File: src/rtl/knn_pkg.sv
package knn_pkg;

  localparam int DIST_W = 32;
  localparam int IDX_W  = 16;
  localparam int RANK_W = 5;
  localparam int CFG_W  = 6;
  localparam int K_RESET_VALUE = 20;

  typedef struct packed {
    logic [DIST_W-1:0] distance;
    logic [IDX_W-1:0]  candidate_index;
    logic              last_candidate;
  } knn_in_t;

  typedef struct packed {
    logic [IDX_W-1:0]  neighbor_index;
    logic [DIST_W-1:0] neighbor_distance;
    logic [RANK_W-1:0] rank;
    logic              last_result;
  } knn_out_t;

  // contents of one cell of the sorted list
  typedef struct packed {
    logic              valid;
    logic [DIST_W-1:0] distance;
    logic [IDX_W-1:0]  idx;
  } knn_entry_t;

  // per-cycle control of each cell; insert and shift are shared by every cell
  typedef struct packed {
    logic insert;
    logic shift;
    logic active;
  } knn_cell_ctrl_t;

  typedef enum logic {
    ST_COLLECT,
    ST_DRAIN
  } knn_state_t;

endpackage

File: src/rtl/knn_cell.sv
module knn_cell (
  input  logic                  clk,
  input  logic                  rst,
  input  knn_pkg::knn_cell_ctrl_t ctrl,
  input  logic [knn_pkg::DIST_W-1:0] new_dist,
  input  logic [knn_pkg::IDX_W-1:0]  new_idx,
  input  logic                  prev_take,
  input  knn_pkg::knn_entry_t   prev_entry,
  input  knn_pkg::knn_entry_t   next_entry,
  output logic                  take,
  output knn_pkg::knn_entry_t   entry
);
  import knn_pkg::*;

  knn_entry_t entry_next;

  // empty slot counts as infinity, ties keep the older entry ahead
  assign take = ctrl.active && (!entry.valid || (new_dist < entry.distance));

  always_comb begin
    entry_next = entry;
    if (ctrl.insert) begin
      if (!ctrl.active) begin
        entry_next.valid = 1'b0;
      end else if (prev_take) begin
        entry_next = prev_entry;
      end else if (take) begin
        entry_next.valid    = 1'b1;
        entry_next.distance = new_dist;
        entry_next.idx      = new_idx;
      end
    end else if (ctrl.shift) begin
      entry_next = next_entry;
    end
  end

  always_ff @(posedge clk) begin
    if (rst) begin
      entry.valid <= 1'b0;
    end else begin
      entry.valid <= entry_next.valid;
    end
    entry.distance <= entry_next.distance;
    entry.idx      <= entry_next.idx;
  end

endmodule

File: config.mk
export PLATFORM = sky130hd
export DESIGN_NAME = knn_cell
export DESIGN_NICKNAME = d
export VERILOG_FILES = /design/src/rtl/knn_pkg.sv /design/src/rtl/knn_cell.sv
export SDC_FILE = /design/constraint.sdc
export NUM_CORES = 1
export LEC_CHECK = 0
export ABC_AREA = 1
export BUFFER_PORTS_ARGS = -buffer_cell sky130_fd_sc_hd__buf_2
export CAP_MARGIN = 20
export CORE_AREA = 3 3 130 94
export DETAILED_ROUTE_END_ITERATION = 10
export DIE_AREA = 0 0 133 97
export PLACE_DENSITY = 0.62
export SLEW_MARGIN = 15
export SYNTH_ARGS = -nofsm -noshare
export SYNTH_HDL_FRONTEND = slang
export SYNTH_SLANG_ARGS = --single-unit
File: constraint.sdc
create_clock -name clk -period 5.3 [get_ports clk]
set_input_delay 0 -clock clk [delete_from_list [all_inputs] [get_ports clk]]
set_output_delay 0 -clock clk [all_outputs]
set_load 0.005 [all_outputs]
==> results.ini, run 1 <==
[placement]
dp_hpwl_microns=7790
dpl_cell_area_sq_um=4430
place_inst=751
io_buffer_count=201
place.gp.congestion=0.774

[clock_network]
cts_tree=done
clock_sinks=49
cts_max_path_buffers=2
clk_transition_reported_paths_ns=0.07
ctsResizeCount=0
cts_root_buffer=clkbuf_16
worstSkewPairLatency_ns=0.29
cts.htree.levels=2
cts_buffers=5

[yosys]
synth_fp_nets=597
ys_types=19
synth_top_area_share_pct=43.8
synth_compound_area_share_pct=18.3
synth.area.top_cells=edfxtp_1 44%, o21ai_0 14%, ha_1 12%, nand2_1 9.4%, nor2_1 6.7%
synth_largest_area_cell=edfxtp_1
ys_warn_count=0
avgSynthCellArea_sq_um=7.94
synth_cells=414
synth_xor_area_share_pct=0
synth_area_sq_um=3290
synthMuxAreaShare_pct=0
synth_fa_ha_area_share_pct=11.8
seq_area_frac_synth_pct=44.4
synthSimpleGateAreaFrac_pct=17.5
yosys_register_bits=49
synth_top_family_by_area=compound AO/OA/AOI/OAI gates

[final_layout]
synthToLayoutAreaGrowth_pct=47.1
drive_above_1_share_pct=34.1
most-common-layout-cells=201 x buf_2, 91 x o21ai_0, 82 x nand2_1
fin_cells=783
final_cell_area_sq_um=4840
final_common_cell=buf_2
n_antenna_cell=0
largest_reg_flops=49
nets=812
largest-register=entry
reg.largest.list=entry: 49 flops

[setup_path]
path_common_cell=nand2_1
ff2ff_path_depth=16
startpoint_type=flip-flop
path_max_fanout=48
r2r_slack_ns=2.63
critPathCaptureType=flip-flop
rr_endpoint=entry[29]$_DFFE_PP_
crit_type=flip-flop to flip-flop
cpPeakStageDelay_ns=0.52
r2r_start=entry[21]$_DFFE_PP_
path_cells=inv_1, ha_1, a21oi_1, nor2_1, nor3_1, nand2_1, nand2_1, nand2_1, nand2_1, nand2_1, nand2_1, nand2_2, inv_1, o21ai_1, o21ai_4, buf_4
critPathSlowestCell=buf_4
cp_data_arrival_time_ns=2.60
crit_required_ns=5.22

[power_and_ir_drop]
p_comb_share_pct=23.6
seqPwrFrac_pct=43.6
total_power_uw=1100
pwr_density_cell_nw_per_um2=227
swShare_pct=26.3
p_int_uw=809
power_switching_uw=288
p_leak_uw=0.00240
ir_worst_vdd_uv=160
clkPwrFrac_pct=32.8

[global_routing]
antenna_found_initial=1
grt.overflow.total=0
grt_pass1_wl_microns=16800
grt_use_total_pct=16.0
first_global_vias=3534
grt_max_degree=52

[floorplan]
dieArea_sq_um=12900
initial_utilization_pct=29.9
io_pins=202
core_sq_um=11000
dieHeight_microns=97
rows=32
die-width_microns=133

[timing]
rsz0062_at_grt=false
fin_worst_skew_ns=0.00403
slew_viol_final=0
max_clock_freq_mhz=374
fin_crit_ns=2.67
post-route-period-util_pct=50.5
setup_violations=0
tns_ns=0
report.final.hold_viol_count=0
tightest_slew_ns=0.942
hold_ws_ns=0.00652
relSlewSlack_pct=37.1

[route]
drtIter0Drc=116
wl_per_cell_microns=13.5
num_vias=3560
drtPass1Iterations=7
ant_nets=0
drt-total-wl_microns=10600
drc=0
via_per_inst=4.55

[hold_path]
min_to=entry[47]$_DFFE_PP_
min_path_type=primary input to flip-flop
hold_path_startpoint=next_entry[47]
min_path_cells=3

[flow_run]
cap_violations=0

[status]
status=completed

==> per-layer routing <==
layer | global-route usage (%) | part of all wire [%] | routed length (microns)
met1 | 18.9 | 44 | 4600
met2 | 28.0 | 46 | 4860
met3 | 5.20 | 8.8 | 933
met4 | 3.99 | 1.5 | 155
met5 | 0 | 0.12 | 13
==> critical path, delay by kind of cell (launching register included) <==
family / cells / cell delay (ns)
AOI/OAI and AO/OA: 3 / 0.32
DFF: 1 / 0.39
and+or+nand+nor: 9 / 0.64
buffers and inverters: 3 / 0.66
adders and majority gates: 1 / 0.24
==> worst max-delay path by stage <==
stage,from,to,slack (ns),depth (start not counted)
floorplan,ctrl[2],entry[0]$_DFFE_PP_,1.20,2
global placement,entry[21]$_DFFE_PP_,entry[13]$_DFFE_PP_,2.75,16
detailed placement,entry[21]$_DFFE_PP_,entry[17]$_DFFE_PP_,2.62,16
CTS,entry[21]$_DFFE_PP_,entry[19]$_DFFE_PP_,2.62,16
global route,entry[21]$_DFFE_PP_,entry[19]$_DFFE_PP_,2.37,16
finish,entry[21]$_DFFE_PP_,entry[29]$_DFFE_PP_,2.63,16
==> kinds of logic after synthesis <==
family,Yosys count
buf+inv,65
fa+ha+maj,31
simple gates,149
flops,49
compound gates,120
==> cell type report <==
cell class	instances	area, sq um
Timing Repair Buffer	228	1270
Sequential cell	49	1460
Multi-Input combinational cell	300	1580
Inverter	45	169
Fill cell	1118	6170
Tap cell	153	191
Clock inverter	3	41.3
Clock buffer	5	125
==> synthesized netlist by cell type, drive strengths merged <==
cell type  number
nor2           59
ha             31
a21oi          17
nand3           4
dfxtp           1
buf             7
clkbuf         13
nor3            2
o21ai         102
inv            45
o21a            1
edfxtp         48
nand2          83
nand4           1
==> repair_timing <==
action | CTS | global route
hold buffers | 24 | 0
setup buffers | 0 | 0
endpoints found under the hold margin | 24 | 0
endpoints found under the setup margin | 0 | 0
==> stage by stage <==
stage	worst slack, ns	utilization, %
detailed placement	2.62	40.2
global placement	2.75	40.2
finish	2.63	43.9
floorplan	1.20	-
global route	2.37	43.9
CTS	2.62	43.9
==> power by group through the flow <==
stage               clock network, uW  logic (uW)  registers, uW
detailed placement                  0         247            487
global route                      388         297            482
CTS                               375         262            479
finish                            360         259            479
floorplan                           0         116            493
global placement                    0         241            486
Power figures use the tool's default switching activity.
==> run 2, diff against run 1 <==
==> constraint.sdc (replaced) <==
create_clock -name clk -period 2.7 [get_ports clk]
set_input_delay 0 -clock clk [delete_from_list [all_inputs] [get_ports clk]]
set_output_delay 0 -clock clk [all_outputs]
set_load 0.005 [all_outputs]
==> results.ini, run 2 (synthesis gave the netlist of run 1 again) <==
[status]
status=completed

[setup_path]
path_cells=inv_1, ha_1, a21oi_1, nor2_1, nor3_1, nand2_1, nand2_1, nand2_1, nand2_1, nand2_1, nand2_1, nand2_2, inv_1, o21ai_1, o21ai_4, buf_12
path_common_cell=nand2_1
r2r_start=entry[21]$_DFFE_PP_
critPathLaunch=entry[21]$_DFFE_PP_
cpPeakStageDelay_ns=0.38
crit_required_ns=2.69
path_max_fanout=20
critPathCaptureType=flip-flop
crit_family=simple AND/OR/NAND/NOR gates
startpoint_type=flip-flop
crit_type=flip-flop to flip-flop
r2r_slack_ns=0.30
cp_data_arrival_time_ns=2.39
critPathSlowestCell=edfxtp_1
cp_num_buf_inv=3

[floorplan]
dieArea_sq_um=12900
dieHeight_microns=97
io_pins=202
rows=32
initial_utilization_pct=29.9
die-width_microns=133
core_sq_um=11000

[global_routing]
grt_pass1_wl_microns=16200
grt.overflow.total=0
grt_use_total_pct=15.3
grt_max_degree=51
first_global_vias=3425
antenna_found_initial=0

[placement]
place.gp.congestion=0.802
io_buffer_count=201
dp_hpwl_microns=8060
dp_slack_ns=0.262
dpl_cell_area_sq_um=4470

[power_and_ir_drop]
clkPwrFrac_pct=29.1
seqPwrFrac_pct=46.1
total_power_uw=2040
swShare_pct=27.0
power_switching_uw=550
ir_worst_vdd_uv=179
p_leak_uw=0.00237
pwr_density_cell_nw_per_um2=429
p_comb_share_pct=24.9
p_int_uw=1490

[timing]
slew_viol_final=0
tightest_slew_ns=0.907
setup_violations=0
max_clock_freq_mhz=417
hold_ws_ns=0.00410
setup_ws_ns=0.302
fin_worst_skew_ns=0.00328
fin_crit_ns=2.40
relSlewSlack_pct=39.5
rsz0062_at_grt=false
report.final.hold_viol_count=0
tns_ns=0
post-route-period-util_pct=88.8

[clock_network]
cts_max_path_buffers=2
clock_sinks=49
ctsResizeCount=0
cts_tree=done
clk_transition_reported_paths_ns=0.06
cts.htree.levels=2
post_cts.repair.setup_buffers=0
cts_root_buffer=clkbuf_16
cts_buffers=5
worstSkewPairLatency_ns=0.28

[final_layout]
largest_reg_flops=49
reg.largest.list=entry: 49 flops
final_common_cell=buf_2
synthToLayoutAreaGrowth_pct=44.4
largest-register=entry
final_cell_area_sq_um=4750
nets=804
drive_above_1_share_pct=34.7
n_antenna_cell=0
most-common-layout-cells=201 x buf_2, 91 x o21ai_0, 82 x nand2_1

[route]
ant_nets=0
via_per_inst=4.52
drtPass1Iterations=4
drc=0
wl_per_cell_microns=13.3
num_vias=3500
drtIter0Drc=157
drt-total-wl_microns=10300

[flow_run]
cap_violations=0

[hold_path]
min_path_type=primary input to flip-flop
hold_path_startpoint=next_entry[0]

run 2: changes by cell type in the layout (fill, tap and decap cells not counted):
cell,delta
clkinvlp_4,-1
buf_12,+2
bufinv_16,-1
dlygate4sd3_1,-10
clkinv_1,+1
clkinv_2,+1
run 2: metal layers:
metal	GRT usage (%)	wire, microns	up-vias
met1	19.7	4550	1542
met2	25.7	4700	147
met3	4.26	978	7
li1	-	-	1804
met4	2.96	88	0
met5	0	0	-
run 2: final cells by class:
type / instances / area [sq um]
clock inverter: 3 / 12.5
tap: 153 / 191
sequential: 49 / 1460
clock buffer: 5 / 125
timing repair buffer: 220 / 1210
multi-input combinational: 300 / 1580
inverter: 45 / 169
fill: 1137 / 6260
run 2: final timing paths:
check                                              end  cells past startpoint
worst min-delay path                entry[0]$_DFFE_PP_                      3
worst max register to register     entry[13]$_DFFE_PP_                     16
worst min register to register  entry[48]$_SDFFE_PP0P_                      2
worst max-delay path               entry[13]$_DFFE_PP_                     16
run 2: per-stage QoR:
stage / utilization (%) / instances
floorplan: - / 414
global placement: 40.6 / 753
detailed placement: 40.6 / 753
CTS: 43.1 / 775
global route: 43.1 / 775
finish: 43.1 / 775
run 2: power by group through the flow:
stage                     sequential [uW]  clock, uW  combinational (uW)
after floorplan                       963          0                 230
after global placement                955          0                 486
after detailed placement              955          0                 495
after CTS                             939        616                 513
after global routing                  946        640                 582
final                                 939        592                 507
run 2: timing repair:
action                     CTS  global route
hold buffers                14             0
setup endpoints to repair    0             0
hold endpoints to repair    14             0
run 2: worst reg2reg max path, stage by stage (launching register included):
cell      delay [ns]
edfxtp_1        0.38
inv_1           0.06
ha_1            0.23
a21oi_1         0.14
nor2_1          0.05
nor3_1          0.13
nand2_1         0.08
nand2_1         0.06
nand2_1         0.06
nand2_1         0.06
nand2_1         0.05
nand2_1         0.07
nand2_2         0.06
inv_1           0.07
o21ai_1         0.09
o21ai_4         0.27
buf_12          0.25
==> run 3, diff against run 2 <==
--- a/config.mk
+++ b/config.mk
@@ -8,10 +8,10 @@
 export ABC_AREA = 1
 export BUFFER_PORTS_ARGS = -buffer_cell sky130_fd_sc_hd__buf_2
 export CAP_MARGIN = 20
-export CORE_AREA = 3 3 130 94
+export CORE_AREA = 3 3 108 79
 export DETAILED_ROUTE_END_ITERATION = 10
-export DIE_AREA = 0 0 133 97
-export PLACE_DENSITY = 0.62
+export DIE_AREA = 0 0 111 82
+export PLACE_DENSITY = 0.84
 export SLEW_MARGIN = 15
 export SYNTH_ARGS = -nofsm -noshare
 export SYNTH_HDL_FRONTEND = slang
==> results.ini, run 3 (synthesis gave the netlist of run 1 again) <==
[status]
status=completed

[final_layout]
fin_cells=741
fillers=672
reg.largest.list=entry: 49 flops
multi_input_area_sq_um=1580
drive_above_1_share_pct=33.8
n_antenna_cell=0
largest-register=entry
largest_reg_flops=49
nets=822
synthToLayoutAreaGrowth_pct=45.8
most-common-layout-cells=201 x buf_2, 91 x o21ai_0, 82 x nand2_1
final_common_cell=buf_2
seqCellArea_sq_um=1460

[clock_network]
cts_root_buffer=clkbuf_8
cts.htree.levels=2
ctsResizeCount=0
cts_max_path_buffers=2
clock_sinks=49
post_cts.repair.setup_buffers=0
clk_transition_reported_paths_ns=0.09
worstSkewPairLatency_ns=0.29
cts_tree=done
cts_buffers=5

[floorplan]
io_pins=202
core_sq_um=7670
dieArea_sq_um=9100
initial_utilization_pct=42.9
rows=27
dieHeight_microns=82
die-width_microns=111

[timing]
setup_violations=0
tns_ns=0
post-route-period-util_pct=84.4
relSlewSlack_pct=38.7
rsz0062_at_grt=false
hold_ws_ns=0.00811
tightest_slew_ns=0.918
report.final.hold_viol_count=0
fin_crit_ns=2.28
slew_viol_final=0
max_clock_freq_mhz=439
fin_worst_skew_ns=0.00539

[route]
wl_per_cell_microns=15.0
drtIter0Drc=169
ant_nets=0
num_vias=3786
drtPass1Iterations=4
drt-total-wl_microns=11100
drc=0
via_per_inst=5.11

[global_routing]
first_global_vias=3740
grt.overflow.total=0
grt_use_total_pct=23.3
antenna_found_initial=0
grt_pass1_wl_microns=17200
grt_max_degree=51

[setup_path]
crit_type=flip-flop to flip-flop
critPathCaptureType=flip-flop
startpoint_type=flip-flop
rr_endpoint=entry[23]$_DFFE_PP_
path_max_fanout=14
ff2ff_path_depth=16
r2r_slack_ns=0.42
crit_required_ns=2.70
cp_data_arrival_time_ns=2.28
r2r_start=entry[21]$_DFFE_PP_

[placement]
place.gp.congestion=0.880
io_buffer_count=201
dp_hpwl_microns=7820
place_inst=701

[hold_path]
min_path_cells=3
hold_path_startpoint=next_entry[31]
min_path_type=primary input to flip-flop
min_to=entry[31]$_DFFE_PP_

[flow_run]
cap_violations=0

[power_and_ir_drop]
total_power_uw=1890
p_leak_uw=0.00242
ir_worst_vdd_uv=201
pwr_density_cell_nw_per_um2=395

==> run 3: cell count changes in the layout (fill, tap and decap cells not counted), sizes merged <==
cell	change
dlygate4sd3	+18
==> run 3: worst max-delay path by stage <==
stage	start	end	slack, ns	depth (start not counted)
after floorplan	entry[21]$_DFFE_PP_	entry[0]$_DFFE_PP_	0.20	15
after global placement	entry[21]$_DFFE_PP_	entry[22]$_DFFE_PP_	0.49	16
after detailed placement	entry[21]$_DFFE_PP_	entry[11]$_DFFE_PP_	0.44	16
after CTS	entry[21]$_DFFE_PP_	entry[28]$_DFFE_PP_	0.41	16
after global routing	entry[17]$_DFFE_PP_	entry[31]$_DFFE_PP_	0.14	18
final	entry[21]$_DFFE_PP_	entry[23]$_DFFE_PP_	0.42	16
==> run 3: where the power goes <==
part | switching, uW | internal, uW | total, uW
Clock | 249 | 175 | 424
Combinational | 278 | 252 | 530
Sequential | 25.5 | 914 | 940
Total | 552 | 1340 | 1890
==> run 3: timing repair <==
action / CTS / global route
hold buffers: 32 / 0
endpoints found under the setup margin: 0 / 0
endpoints found under the hold margin: 32 / 0
==> run 3: metrics by stage <==
step | area (sq um) | setup WS (ns) | util, %
after floorplan | 3290 | 0.198 | -
after global placement | 4390 | 0.495 | 57.3
after detailed placement | 4390 | 0.437 | 57.3
after CTS | 4790 | 0.409 | 62.5
after global routing | 4790 | 0.138 | 62.5
final | 4790 | 0.421 | 62.5
==> run 3: per-layer routing <==
metal	share of wire [%]	wire (microns)	track usage, %
met5	0	0	0
met4	2.1	238	9.23
met3	9.4	1040	6.41
met2	50	5580	42.7
met1	38	4220	26.4
==> run 3: final cells by class <==
class,instances,share of cell area (%)
Multi-Input combinational cell,300,32.9
Sequential cell,49,30.5
Clock inverter,3,0.261
Clock buffer,5,1.44
Timing Repair Buffer,238,28.7
Inverter,45,3.52
Tap cell,101,2.64
==> run 3: critical path, cell delays in order (launching register included) <==
cell and delay, ns:
edfxtp_1 0.40, inv_1 0.07, ha_1 0.24, a21oi_1 0.13, nor2_1 0.05, nor3_1 0.13
nand2_1 0.10, nand2_1 0.07, nand2_1 0.05, nand2_1 0.06, nand2_1 0.04, nand2_1 0.07
nand2_2 0.06, inv_1 0.06, o21ai_1 0.09, o21ai_4 0.11, buf_4 0.27
